`src/design/prsc_pkg.sv`:
```
// Package for the pinned-prefix round-robin slot cache.
// Holds field widths, status codes, register indexes, reset values and parameter defaults.
// No dependencies.
package prsc_pkg;

   // Parameter defaults
   localparam int MAX_LAYERS_DEF = 64;
   localparam int MAX_SLOTS_DEF  = 16;

   // Field widths
   localparam int LAYER_W      = 6;
   localparam int STATUS_W     = 3;
   localparam int SLOT_W       = 4;
   localparam int CNT_W        = 32;
   localparam int LAYER_CNT_W  = 7;
   localparam int SLOT_CNT_W   = 5;
   localparam int CSR_DATA_W   = 64;
   localparam int CSR_INDEX_W  = 2;

   // Result status codes
   typedef logic [STATUS_W-1:0] status_type;
   localparam status_type ST_PINNED_HIT  = 3'd0;
   localparam status_type ST_PINNED_LOAD = 3'd1;
   localparam status_type ST_RING_HIT    = 3'd2;
   localparam status_type ST_RING_LOAD   = 3'd3;
   localparam status_type ST_ABSENT      = 3'd4;

   // Configuration register indexes
   typedef logic [CSR_INDEX_W-1:0] csr_index_type;
   localparam csr_index_type CSR_LAYER_COUNT  = 2'd0;
   localparam csr_index_type CSR_PINNED_COUNT = 2'd1;
   localparam csr_index_type CSR_SLOT_COUNT   = 2'd2;
   localparam csr_index_type CSR_PRESENT_MASK = 2'd3;

   // Configuration reset values
   localparam logic [LAYER_CNT_W-1:0] LAYER_COUNT_RST  = 7'd64;
   localparam logic [LAYER_CNT_W-1:0] PINNED_COUNT_RST = 7'd0;
   localparam logic [SLOT_CNT_W-1:0]  SLOT_COUNT_RST   = 5'd1;
   localparam logic [CSR_DATA_W-1:0]  PRESENT_MASK_RST = {CSR_DATA_W{1'b1}};

   localparam logic [CNT_W-1:0] CNT_SAT = {CNT_W{1'b1}};

endpackage

```
`src/design/pinned_prefix_round_robin_slot_cache.sv`:
```
// Pinned-prefix round-robin slot cache: decides where a requested layer's
// weights live and reports hits, loads and evictions.
// Depends on prsc_pkg.
//
//   Channel   Ports                               Beat taken when
//   -------   ---------------------------------   ----------------------------
//   request   start, busy, req_layer              start high, busy low
//   result    rsp_valid, rsp_status ... totals    rsp_valid high (one cycle)
//   config    csr_wr_en, csr_index, csr_wr_data   csr_wr_en high
//
// A request beat is registered, looked up and resolved in the following cycle.
// Its result is then held in the result register, where the receiver takes it.
// A new request may be given every cycle; busy stays low, and the throughput
// is one beat per clock, set by the single lookup-and-update pass over the
// slot registers.
// Reset is synchronous and restores the register defaults and empties every
// pinned buffer and ring slot. The receiver cannot stall.
module pinned_prefix_round_robin_slot_cache
   import prsc_pkg::*;
#(
   parameter int MAX_LAYERS = MAX_LAYERS_DEF,
   parameter int MAX_SLOTS  = MAX_SLOTS_DEF
) (
   input  logic                   clock,
   input  logic                   reset,
   input  logic                   start,
   output logic                   busy,
   input  logic [LAYER_W-1:0]     req_layer,
   output logic                   rsp_valid,
   output logic [STATUS_W-1:0]    rsp_status,
   output logic [SLOT_W-1:0]      rsp_slot,
   output logic                   rsp_evict_valid,
   output logic [LAYER_W-1:0]     rsp_evicted_layer,
   output logic [CNT_W-1:0]       rsp_hit_total,
   output logic [CNT_W-1:0]       rsp_miss_total,
   input  logic                   csr_wr_en,
   input  logic [CSR_INDEX_W-1:0] csr_index,
   input  logic [CSR_DATA_W-1:0]  csr_wr_data
);

   localparam int LIDX_W   = (MAX_LAYERS > 1) ? $clog2(MAX_LAYERS) : 1;
   localparam int LLIM_W   = $clog2(MAX_LAYERS + 1);
   localparam int LCMP_W   = (LLIM_W > LAYER_CNT_W) ? LLIM_W : LAYER_CNT_W;
   localparam int SIDX_W   = (MAX_SLOTS > 1) ? $clog2(MAX_SLOTS) : 1;
   localparam int SNUM_W   = $clog2(MAX_SLOTS + 1);
   localparam int SCMP_W   = (SNUM_W > SLOT_CNT_W) ? SNUM_W : SLOT_CNT_W;

   // Configuration registers
   logic [LAYER_CNT_W-1:0] layer_count_ff;
   logic [LAYER_CNT_W-1:0] pinned_count_ff;
   logic [SLOT_CNT_W-1:0]  slot_count_ff;
   logic [CSR_DATA_W-1:0]  present_mask_ff;

   // Input register
   logic                   req_valid_ff;
   logic [LAYER_W-1:0]     layer_ff;

   // Cache state
   logic [MAX_LAYERS-1:0]  pinned_loaded_ff;
   logic [MAX_SLOTS-1:0]   occ_valid_ff;
   logic [LAYER_W-1:0]     occ_layer_ff [MAX_SLOTS];
   logic [SIDX_W-1:0]      next_victim_ff, next_victim_in;
   logic [CNT_W-1:0]       hit_count_ff, hit_count_in;
   logic [CNT_W-1:0]       miss_count_ff, miss_count_in;

   // Result register
   logic                   rsp_valid_ff;
   logic [STATUS_W-1:0]    rsp_status_ff, rsp_status_in;
   logic [SLOT_W-1:0]      rsp_slot_ff, rsp_slot_in;
   logic                   rsp_evv_ff, rsp_evv_in;
   logic [LAYER_W-1:0]     rsp_evl_ff, rsp_evl_in;

   // Lookup signals
   logic [LIDX_W-1:0]      lay_idx;
   logic                   in_range;
   logic                   present;
   logic                   is_pinned;
   logic [MAX_SLOTS-1:0]   match_vec;
   logic [SIDX_W-1:0]      hit_slot;
   logic [SNUM_W-1:0]      eff_slots;
   logic [SIDX_W-1:0]      victim;
   logic [SNUM_W-1:0]      victim_plus;
   logic                   do_pin_load;
   logic                   do_ring_load;

   assign busy = 1'b0;

   always_ff @(posedge clock) begin
      if (reset) begin
         layer_count_ff  <= LAYER_COUNT_RST;
         pinned_count_ff <= PINNED_COUNT_RST;
         slot_count_ff   <= SLOT_COUNT_RST;
         present_mask_ff <= PRESENT_MASK_RST;
      end else if (csr_wr_en) begin
         unique case (csr_index)
            CSR_LAYER_COUNT:  layer_count_ff  <= csr_wr_data[LAYER_CNT_W-1:0];
            CSR_PINNED_COUNT: pinned_count_ff <= csr_wr_data[LAYER_CNT_W-1:0];
            CSR_SLOT_COUNT:   slot_count_ff   <= csr_wr_data[SLOT_CNT_W-1:0];
            CSR_PRESENT_MASK: present_mask_ff <= csr_wr_data;
            default: ;
         endcase
      end
   end

   always_ff @(posedge clock) begin
      if (reset) begin
         req_valid_ff <= 1'b0;
      end else begin
         req_valid_ff <= start && !busy;
      end
      layer_ff <= req_layer;
   end

   // Lookup: range check, pinned test and an associative search of the ring.
   always_comb begin
      lay_idx   = LIDX_W'(layer_ff);
      in_range  = (LCMP_W'(layer_ff) < LCMP_W'(layer_count_ff)) &&
                  (LCMP_W'(layer_ff) < LCMP_W'(MAX_LAYERS));
      present   = present_mask_ff[layer_ff];
      is_pinned = LAYER_CNT_W'(layer_ff) < pinned_count_ff;

      hit_slot = '0;
      for (int s = 0; s < MAX_SLOTS; s++) begin
         match_vec[s] = occ_valid_ff[s] && (occ_layer_ff[s] == layer_ff);
         hit_slot     = hit_slot | (match_vec[s] ? SIDX_W'(s) : '0);
      end

      if (slot_count_ff == '0) begin
         eff_slots = SNUM_W'(1);
      end else if (SCMP_W'(slot_count_ff) > SCMP_W'(MAX_SLOTS)) begin
         eff_slots = SNUM_W'(MAX_SLOTS);
      end else begin
         eff_slots = SNUM_W'(slot_count_ff);
      end

      // A pointer left beyond a shrunk ring restarts at slot zero.
      victim      = (SNUM_W'(next_victim_ff) < eff_slots) ? next_victim_ff : '0;
      victim_plus = SNUM_W'(victim) + SNUM_W'(1);
   end

   always_comb begin
      rsp_status_in  = ST_ABSENT;
      rsp_slot_in    = '0;
      rsp_evv_in     = 1'b0;
      rsp_evl_in     = '0;
      hit_count_in   = hit_count_ff;
      miss_count_in  = miss_count_ff;
      next_victim_in = next_victim_ff;
      do_pin_load    = 1'b0;
      do_ring_load   = 1'b0;
      priority if (!in_range || !present) begin
         rsp_status_in = ST_ABSENT;
      end else if (is_pinned) begin
         if (pinned_loaded_ff[lay_idx]) begin
            rsp_status_in = ST_PINNED_HIT;
            hit_count_in  = (hit_count_ff == CNT_SAT) ? hit_count_ff
                                                      : hit_count_ff + CNT_W'(1);
         end else begin
            rsp_status_in = ST_PINNED_LOAD;
            do_pin_load   = 1'b1;
            miss_count_in = (miss_count_ff == CNT_SAT) ? miss_count_ff
                                                        : miss_count_ff + CNT_W'(1);
         end
      end else if (|match_vec) begin
         rsp_status_in = ST_RING_HIT;
         rsp_slot_in   = SLOT_W'(hit_slot);
         hit_count_in  = (hit_count_ff == CNT_SAT) ? hit_count_ff
                                                   : hit_count_ff + CNT_W'(1);
      end else begin
         rsp_status_in  = ST_RING_LOAD;
         rsp_slot_in    = SLOT_W'(victim);
         rsp_evv_in     = occ_valid_ff[victim];
         rsp_evl_in     = occ_valid_ff[victim] ? occ_layer_ff[victim] : '0;
         do_ring_load   = 1'b1;
         next_victim_in = (victim_plus >= eff_slots) ? '0 : SIDX_W'(victim_plus);
         miss_count_in  = (miss_count_ff == CNT_SAT) ? miss_count_ff
                                                      : miss_count_ff + CNT_W'(1);
      end
   end

   always_ff @(posedge clock) begin
      if (reset) begin
         pinned_loaded_ff <= '0;
         occ_valid_ff     <= '0;
         next_victim_ff   <= '0;
         hit_count_ff     <= '0;
         miss_count_ff    <= '0;
         rsp_valid_ff     <= 1'b0;
      end else begin
         rsp_valid_ff <= req_valid_ff;
         if (req_valid_ff) begin
            hit_count_ff   <= hit_count_in;
            miss_count_ff  <= miss_count_in;
            next_victim_ff <= next_victim_in;
            if (do_pin_load) begin
               pinned_loaded_ff[lay_idx] <= 1'b1;
            end
            if (do_ring_load) begin
               occ_valid_ff[victim] <= 1'b1;
            end
         end
      end
   end

   always_ff @(posedge clock) begin
      if (req_valid_ff && do_ring_load) begin
         occ_layer_ff[victim] <= layer_ff;
      end
      rsp_status_ff <= rsp_status_in;
      rsp_slot_ff   <= rsp_slot_in;
      rsp_evv_ff    <= rsp_evv_in;
      rsp_evl_ff    <= rsp_evl_in;
   end

   assign rsp_valid         = rsp_valid_ff;
   assign rsp_status        = rsp_status_ff;
   assign rsp_slot          = rsp_slot_ff;
   assign rsp_evict_valid   = rsp_evv_ff;
   assign rsp_evicted_layer = rsp_evl_ff;
   assign rsp_hit_total     = hit_count_ff;
   assign rsp_miss_total    = miss_count_ff;

   // Every accepted request gives exactly one result, after the input and result registers.
   a_one_result: assert property (@(posedge clock) disable iff (reset)
      (start && !busy) |=> ##1 rsp_valid)
      else $error("accepted request produced no result");

   // A layer lives in at most one ring slot.
   a_unique_slot: assert property (@(posedge clock) disable iff (reset)
      $onehot0(match_vec))
      else $error("layer found in more than one ring slot");

   // Evictions only come with a ring load.
   a_evict_load: assert property (@(posedge clock) disable iff (reset)
      (rsp_valid && rsp_evict_valid) |-> (rsp_status == ST_RING_LOAD))
      else $error("eviction reported without a ring load");

   // Counters never move backward.
   a_count_mono: assert property (@(posedge clock) disable iff (reset)
      1'b1 |=> (hit_count_ff >= $past(hit_count_ff)) &&
               (miss_count_ff >= $past(miss_count_ff)))
      else $error("hit or miss counter decreased");

endmodule
```
`config.mk`:
```
export PLATFORM = sky130hd
export DESIGN_NAME = pinned_prefix_round_robin_slot_cache
export DESIGN_NICKNAME = d
export VERILOG_FILES = /design/src/design/prsc_pkg.sv /design/src/design/pinned_prefix_round_robin_slot_cache.sv
export SDC_FILE = /design/constraint.sdc
export NUM_CORES = 1
export LEC_CHECK = 0
export BUFFER_PORTS_ARGS = -buffer_cell sky130_fd_sc_hd__buf_2
export CAP_MARGIN = 40
export CORE_ASPECT_RATIO = 2
export CORE_UTILIZATION = 64
export CTS_CLUSTER_DIAMETER = 30
export DETAILED_ROUTE_END_ITERATION = 7
export GPL_ROUTABILITY_DRIVEN = 0
export PLACE_DENSITY = 0.85
export SLEW_MARGIN = 20
export SYNTH_ARGS = -nofsm -noshare
export SYNTH_HDL_FRONTEND = slang
export SYNTH_SLANG_ARGS = --single-unit
```
`constraint.sdc`:
```
create_clock -name clock -period 6.7 [get_ports clock]
set_input_delay 1.005 -clock clock [delete_from_list [all_inputs] [get_ports clock]]
set_output_delay 1.005 -clock clock [all_outputs]
set_load 0.01 [all_outputs]
```
# Yosys cells after proc, flatten, opt, wreduce, memory -nomap -nowiden
# Memory sizes are Yosys's and may differ from the RTL's. A register that Yosys moved wholly into a read port is not among the register bits.
# Cells that the tools add are included.
# word_totals
reg_bits	247
ramBits	96
inputBits	76
out_inout_bits	80
elab_cells	159
memories	1
# op_classes
addsub	3
n_lt_le_gt_ge	9
n_eq_ne	24
mux	49
n_bitwise	20
reduce_logical	38
# mem_list
memory	depth	word_bits	rd	rd_clocked_by_memory_dff	wr	line_no	text
occ_layer_ff	16	6	17	1	1	pinned_prefix_round_robin_slot_cache.sv:61	logic [LAYER_W-1:0] occ_layer_ff [MAX_SLOTS];
# op_table
cell	n
32-bit 2-to-1 mux	8
6-bit == test	16
32-bit by 1-bit adder with 32-bit output (second input constant)	2
32-bit == test (second input constant)	2
64-bit bitwise OR	1
4-bit 2-to-1 mux	11
4-bit bitwise OR	7
1-bit logical AND	19
19-bit OR reduction	1
18-bit OR reduction	1
1-bit 2-to-1 mux	16
16-bit bitwise OR	1
16-bit OR reduction	1
3-bit 2-to-1 mux	5
6-bit by 7-bit less-than comparator with 1-bit output	2
1-bit binary-select mux with 6-bit select	2
2-bit AND reduction	6
4-bit AND reduction	3
5-bit 2-to-1 mux	2
3-bit bitwise OR	3
6-bit by 7-bit less-than comparator with 1-bit output (second input constant)	1
1-bit demux with 6-bit select	1
6-bit by 1-bit >= comparator with 1-bit output (second input constant)	1
4-bit by 1-bit adder with 5-bit output (second input constant)	1
other kinds (23)	30

# Logic depth before layout (Yosys ltp)
# An unclocked memory read counts as a cell.
# depth
depth_word	19
mapped_depth	20
mapped_depth_nobuf	18

# Worst setup path after synthesis
# OpenSTA, ideal clock, no wires.
# synth_timing
path_kind	reg2reg
from	register slot_count_ff[4]
to	register next_victim_ff[3]
setup_time_ns	0.058
t_arrival_ns	3.579
required_time_ns	6.642
setup_slack_ns	3.063
stages_incl_launch_ff	21
n_path_buf	2
synth_period_minus_slack_ns	3.637
path_cell_list	dfxtp_1 > inv_1 > nand2_1 > ha_1 > o211ai_1 > nor2_1 > a21oi_1 > nand2_1 > clkbuf_1 > buf_1 > inv_1 > ha_1 > inv_1 > ha_1 > a21o_1 > a21oi_1 > nor2b_1 > o21ai_0 > nand2_1 > nor4b_1 > a31o_2
# synth_via
elab_chain_cells	8
elab_cells_between_ends	9
classes_between	1 x add/sub; 3 x order compare; 4 x mux; 1 x reduce/logical
# synth_rtl
item	line_no	text
start, declared	pinned_prefix_round_robin_slot_cache.sv:51	logic [SLOT_CNT_W-1:0] slot_count_ff;
start signal, assigned	pinned_prefix_round_robin_slot_cache.sv:98	CSR_SLOT_COUNT: slot_count_ff <= csr_wr_data[SLOT_CNT_W-1:0];
5-bit > comparator	pinned_prefix_round_robin_slot_cache.sv:130	end else if (SCMP_W'(slot_count_ff) > SCMP_W'(MAX_SLOTS)) begin
5-bit 2-to-1 mux	pinned_prefix_round_robin_slot_cache.sv:130	
5-bit 2-to-1 mux (*)	pinned_prefix_round_robin_slot_cache.sv:128	if (slot_count_ff == '0) begin
4-bit by 5-bit less-than comparator with 1-bit output	pinned_prefix_round_robin_slot_cache.sv:137	victim = (SNUM_W'(next_victim_ff) < eff_slots) ? next_victim_ff : '0;
4-bit 2-to-1 mux	pinned_prefix_round_robin_slot_cache.sv:137	
4-bit by 1-bit adder with 5-bit output	pinned_prefix_round_robin_slot_cache.sv:138	victim_plus = SNUM_W'(victim) + SNUM_W'(1);
5-bit >= comparator	pinned_prefix_round_robin_slot_cache.sv:175	next_victim_in = (victim_plus >= eff_slots) ? '0 : SIDX_W'(victim_plus);
4-bit 2-to-1 mux (*)	pinned_prefix_round_robin_slot_cache.sv:175	
end signal, assigned	pinned_prefix_round_robin_slot_cache.sv:194	next_victim_ff <= next_victim_in;
end, declared	pinned_prefix_round_robin_slot_cache.sv:62	logic [SIDX_W-1:0] next_victim_ff, next_victim_in;
# Mark *: on every way between the ends. The rest lies on a longest branch, timed or not.
# A chain may end at the register's enable or synchronous reset.

# Final worst setup path
# layout_timing
from	register layer_ff[0], in the netlist lay_idx[0]
to	register hit_count_ff[31], in the netlist rsp_hit_total[31]
# layout_via
elab_chain_cells	6
elab_cells_between_ends	47
classes_between	2 x order compare; 17 x eq/ne; 5 x mux; 1 x bitwise; 22 x reduce/logical
# layout_rtl
item	line_no	text
start, declared	pinned_prefix_round_robin_slot_cache.sv:56	logic [LAYER_W-1:0] layer_ff;
start signal, assigned	pinned_prefix_round_robin_slot_cache.sv:111	layer_ff <= req_layer;
1-bit binary-select mux with 6-bit select	pinned_prefix_round_robin_slot_cache.sv:119	present = present_mask_ff[layer_ff];
1-bit 2-to-1 mux (implied by the code)	pinned_prefix_round_robin_slot_cache.sv:119	
1-bit logical NOT	pinned_prefix_round_robin_slot_cache.sv:151	priority if (!in_range || !present) begin
1-bit logical OR	pinned_prefix_round_robin_slot_cache.sv:151	
1-bit NOT (no line)	--	
4-bit AND reduction (no line)	--	
end signal, assigned	pinned_prefix_round_robin_slot_cache.sv:192	hit_count_ff <= hit_count_in;
end, declared	pinned_prefix_round_robin_slot_cache.sv:63	logic [CNT_W-1:0] hit_count_ff, hit_count_in;
# Several ways; a longest one is shown, not always the timed one. The select of a mux whose other input is x is not followed.

==> results.cfg <==
[critical_path]
slowest_delay_ns = 0.82
worstPathRequired_ns = 7.17
cp_max_fo = 49
worst_setup_path_start_kind = flop
crit_buf_inv = 3
worstSetupEndpointType = flop
crit_type = flop to flop
critPathTopFamily = simple AND/OR/NAND/NOR gates
worstPathCellList = buf_4, nor2b_1, a221oi_1, a2111oi_4, nor4b_2, buf_4, or3_1, or3_1, buf_8, or4_1, a21oi_1
crit_slowest_cell = dfxtp_4
ff2ff_path_depth = 11
cp.depth = 11
cp_data_arrival_time_ns = 4.96

[cts]
cts.hold.buffers_added = 0
cts_inserted_buffers = 36
cts.sinks = 349
root_buffer = clkbuf_16
h-tree-depth = 2
cts.path.max_buffers = 3
clk_pin_slew_ns = 0.07
clock_latency_ns = 0.54
cts.repair.resized = 0
postCtsSetupBuffers = 0
tritoncts = yes

[synthesis]
async_flop_share_pct = 0
synthFlopType = dfxtp_1
syn_area_per_cell_sq_um = 9.471
syn_nets = 1833
ys_warn_count = 0
netlist_area_sq_um = 16410
yosysUniqueCellTypes = 74
synth-edff-count = 96
synth-seq-area-share_pct = 48.42
syn_inst = 1733
ys_seq_elements = 349

[grt]
grt_pass1_wl_um = 72730
track_usage_pct = 35.64
gr-total-overflow = 0
antenna_found_initial = 0
first_global_vias = 14100
grt_start_max_net_pins = 83

[finish]
layout.nets = 1933
final_cell_mix = dfxtp_1 (247), nand2_1 (214), nor2_1 (192), buf_2 (153), nand3_1 (101)
area_growth_pct = 12.54
final_common_cell = dfxtp_1
n_antenna_cell = 0
stdcell_count = 2196
drive_gt1_share_pct = 16.45

[flow_run]
maxCapViolations = 0

[pwr]
p_leak_nw = 7.121
power.density_nw_per_um2 = 247.9
finalPower_mw = 4.580
ir_drop_uv = 267.4

[min_path]
hold_depth = 2
hold_class = flop to flop

[timing]
slew_headroom_pct = 32.91
fmax_mhz = 222.4
clock_skew_ns = 0.02062
hold_viol_final = 0
rsz0062_at_grt = no
slew_viol_final = 0
setup_tns_ns = 0
setup_viol = 0
tightest_slew_ns = 0.9972
min_period_ns = 4.496
whs_ns = 0.4675
timing.final.crit_share_pct = 67.10

[floorplan]
die_width_um = 115.2
io_pins = 156
initial_core_util_pct = 65.30
rows = 82
dieArea_sq_um = 26330
die_y_um = 228.5
core_area_sq_um = 25140

[routing]
drt_iter0_markers = 1200
via_per_inst = 6.460
vias = 14190
wirelength_um = 45800
drtAntennaViolNets = 0
post_drt_wl_per_cell_um = 20.85
first_pass_iters = 6
drc = 0

[placement]
portBuffers = 154
hpwl_um = 30900
dp_cells = 2127

[run_status]
status = finished clean
logic make-up (layout without fill, tap and decap cells):
group,after synthesis,count (layout),share of synthesized area (%)
fa+ha+maj,24,24,1.830
flops,349,349,48.42
mux,84,84,6.076
compound gates,313,313,13.04
simple gates,701,701,20.36
buf+inv,156,283,4.650
xor+xnor,105,105,5.603
other cells,1,1,0.02285
cell type report:
cell class              count  area, sq um
clock inverters            21        183.9
multi-input cells        1228         7714
fillers                  1741         6665
flip-flops and latches    349         7963
well taps                 336        420.4
inverters                  40        150.1
clock buffers              44         1013
repair buffers            178         1027
tightest hold or removal path: cells and delay by family, from the launching register on:
kind | cells | cell delay, ns
flip-flops | 1 | 0.31
AND/OR/NAND/NOR | 2 | 0.11
routing by layer:
metal	vias up	track usage, %	wire (um)	part of all wire, %
met1	6787	37.21	15320	33
met2	696	63.40	24000	52
li1	6441	-	-	-
met4	0	25.45	3605	7.9
met5	-	0	0	0
met3	263	5.622	2875	6.3
state kept, by name, summed over array words and instances, names as in the netlist:
| signal | cells |
|---|---|
| rsp_valid | 1 |
| rsp_evicted_layer | 6 |
| rsp_evict_valid | 1 |
| rsp_hit_total | 32 |
| slot_count_ff | 5 |
| lay_idx | 6 |
| pinned_loaded_ff | 64 |
| pinned_count_ff | 7 |
| layer_count_ff | 7 |
| req_valid_ff | 1 |
| next_victim_ff | 4 |
| occ_layer_ff | 96 |
| present_mask_ff | 64 |
| occ_valid_ff | 16 |
| rsp_status | 3 |
| rsp_slot | 4 |
| rsp_miss_total | 32 |
synthesized netlist by cell type (26+ instances only):
master / count / area share (%)
nand2_1: 214 / 4.9
a21oi_1: 47 / 1.4
nor2_1: 192 / 4.4
xnor2_1: 54 / 2.9
xor2_1: 51 / 2.7
inv_1: 40 / 0.91
clkbuf_1: 59 / 1.3
nand3_1: 102 / 3.1
a31oi_1: 84 / 3.2
dfxtp_1: 253 / 31
o21ai_0: 29 / 0.88
mux2i_1: 52 / 3.2
nand4_1: 29 / 1.1
nor4_1: 30 / 1.1
o21a_1: 26 / 1.2
edfxtp_1: 96 / 18
stage by stage:
stage	util, %	instance area, sq um	worst slack (ns)
2_1_floorplan	-	16410	3.063
3_3_place_gp	68.10	17120	1.887
3_5_place_dp	68.58	17240	2.089
4_1_cts	73.34	18440	2.069
5_1_grt	73.48	18470	1.960
6_report	73.48	18470	2.204
report_power, final:
group | leakage (nW) | total, mW | switching (mW) | internal (mW)
Clock | 0.589 | 2.03 | 0.890 | 1.14
Sequential | 2.92 | 2.24 | 0.0420 | 2.20
Combinational | 3.61 | 0.309 | 0.196 | 0.113
Total | 7.12 | 4.58 | 1.13 | 3.45
worst paths after layout:
check / startpoint / end / slack [ns]
hold reg to reg: present_mask_ff[63] / present_mask_ff[63] / 0.47
setup / recovery: lay_idx[0] / rsp_hit_total[31] / 2.20
hold / removal: present_mask_ff[63] / present_mask_ff[63] / 0.47
setup reg to reg: lay_idx[0] / rsp_hit_total[31] / 2.20
No activity file was read; power rests on OpenSTA's default activity.
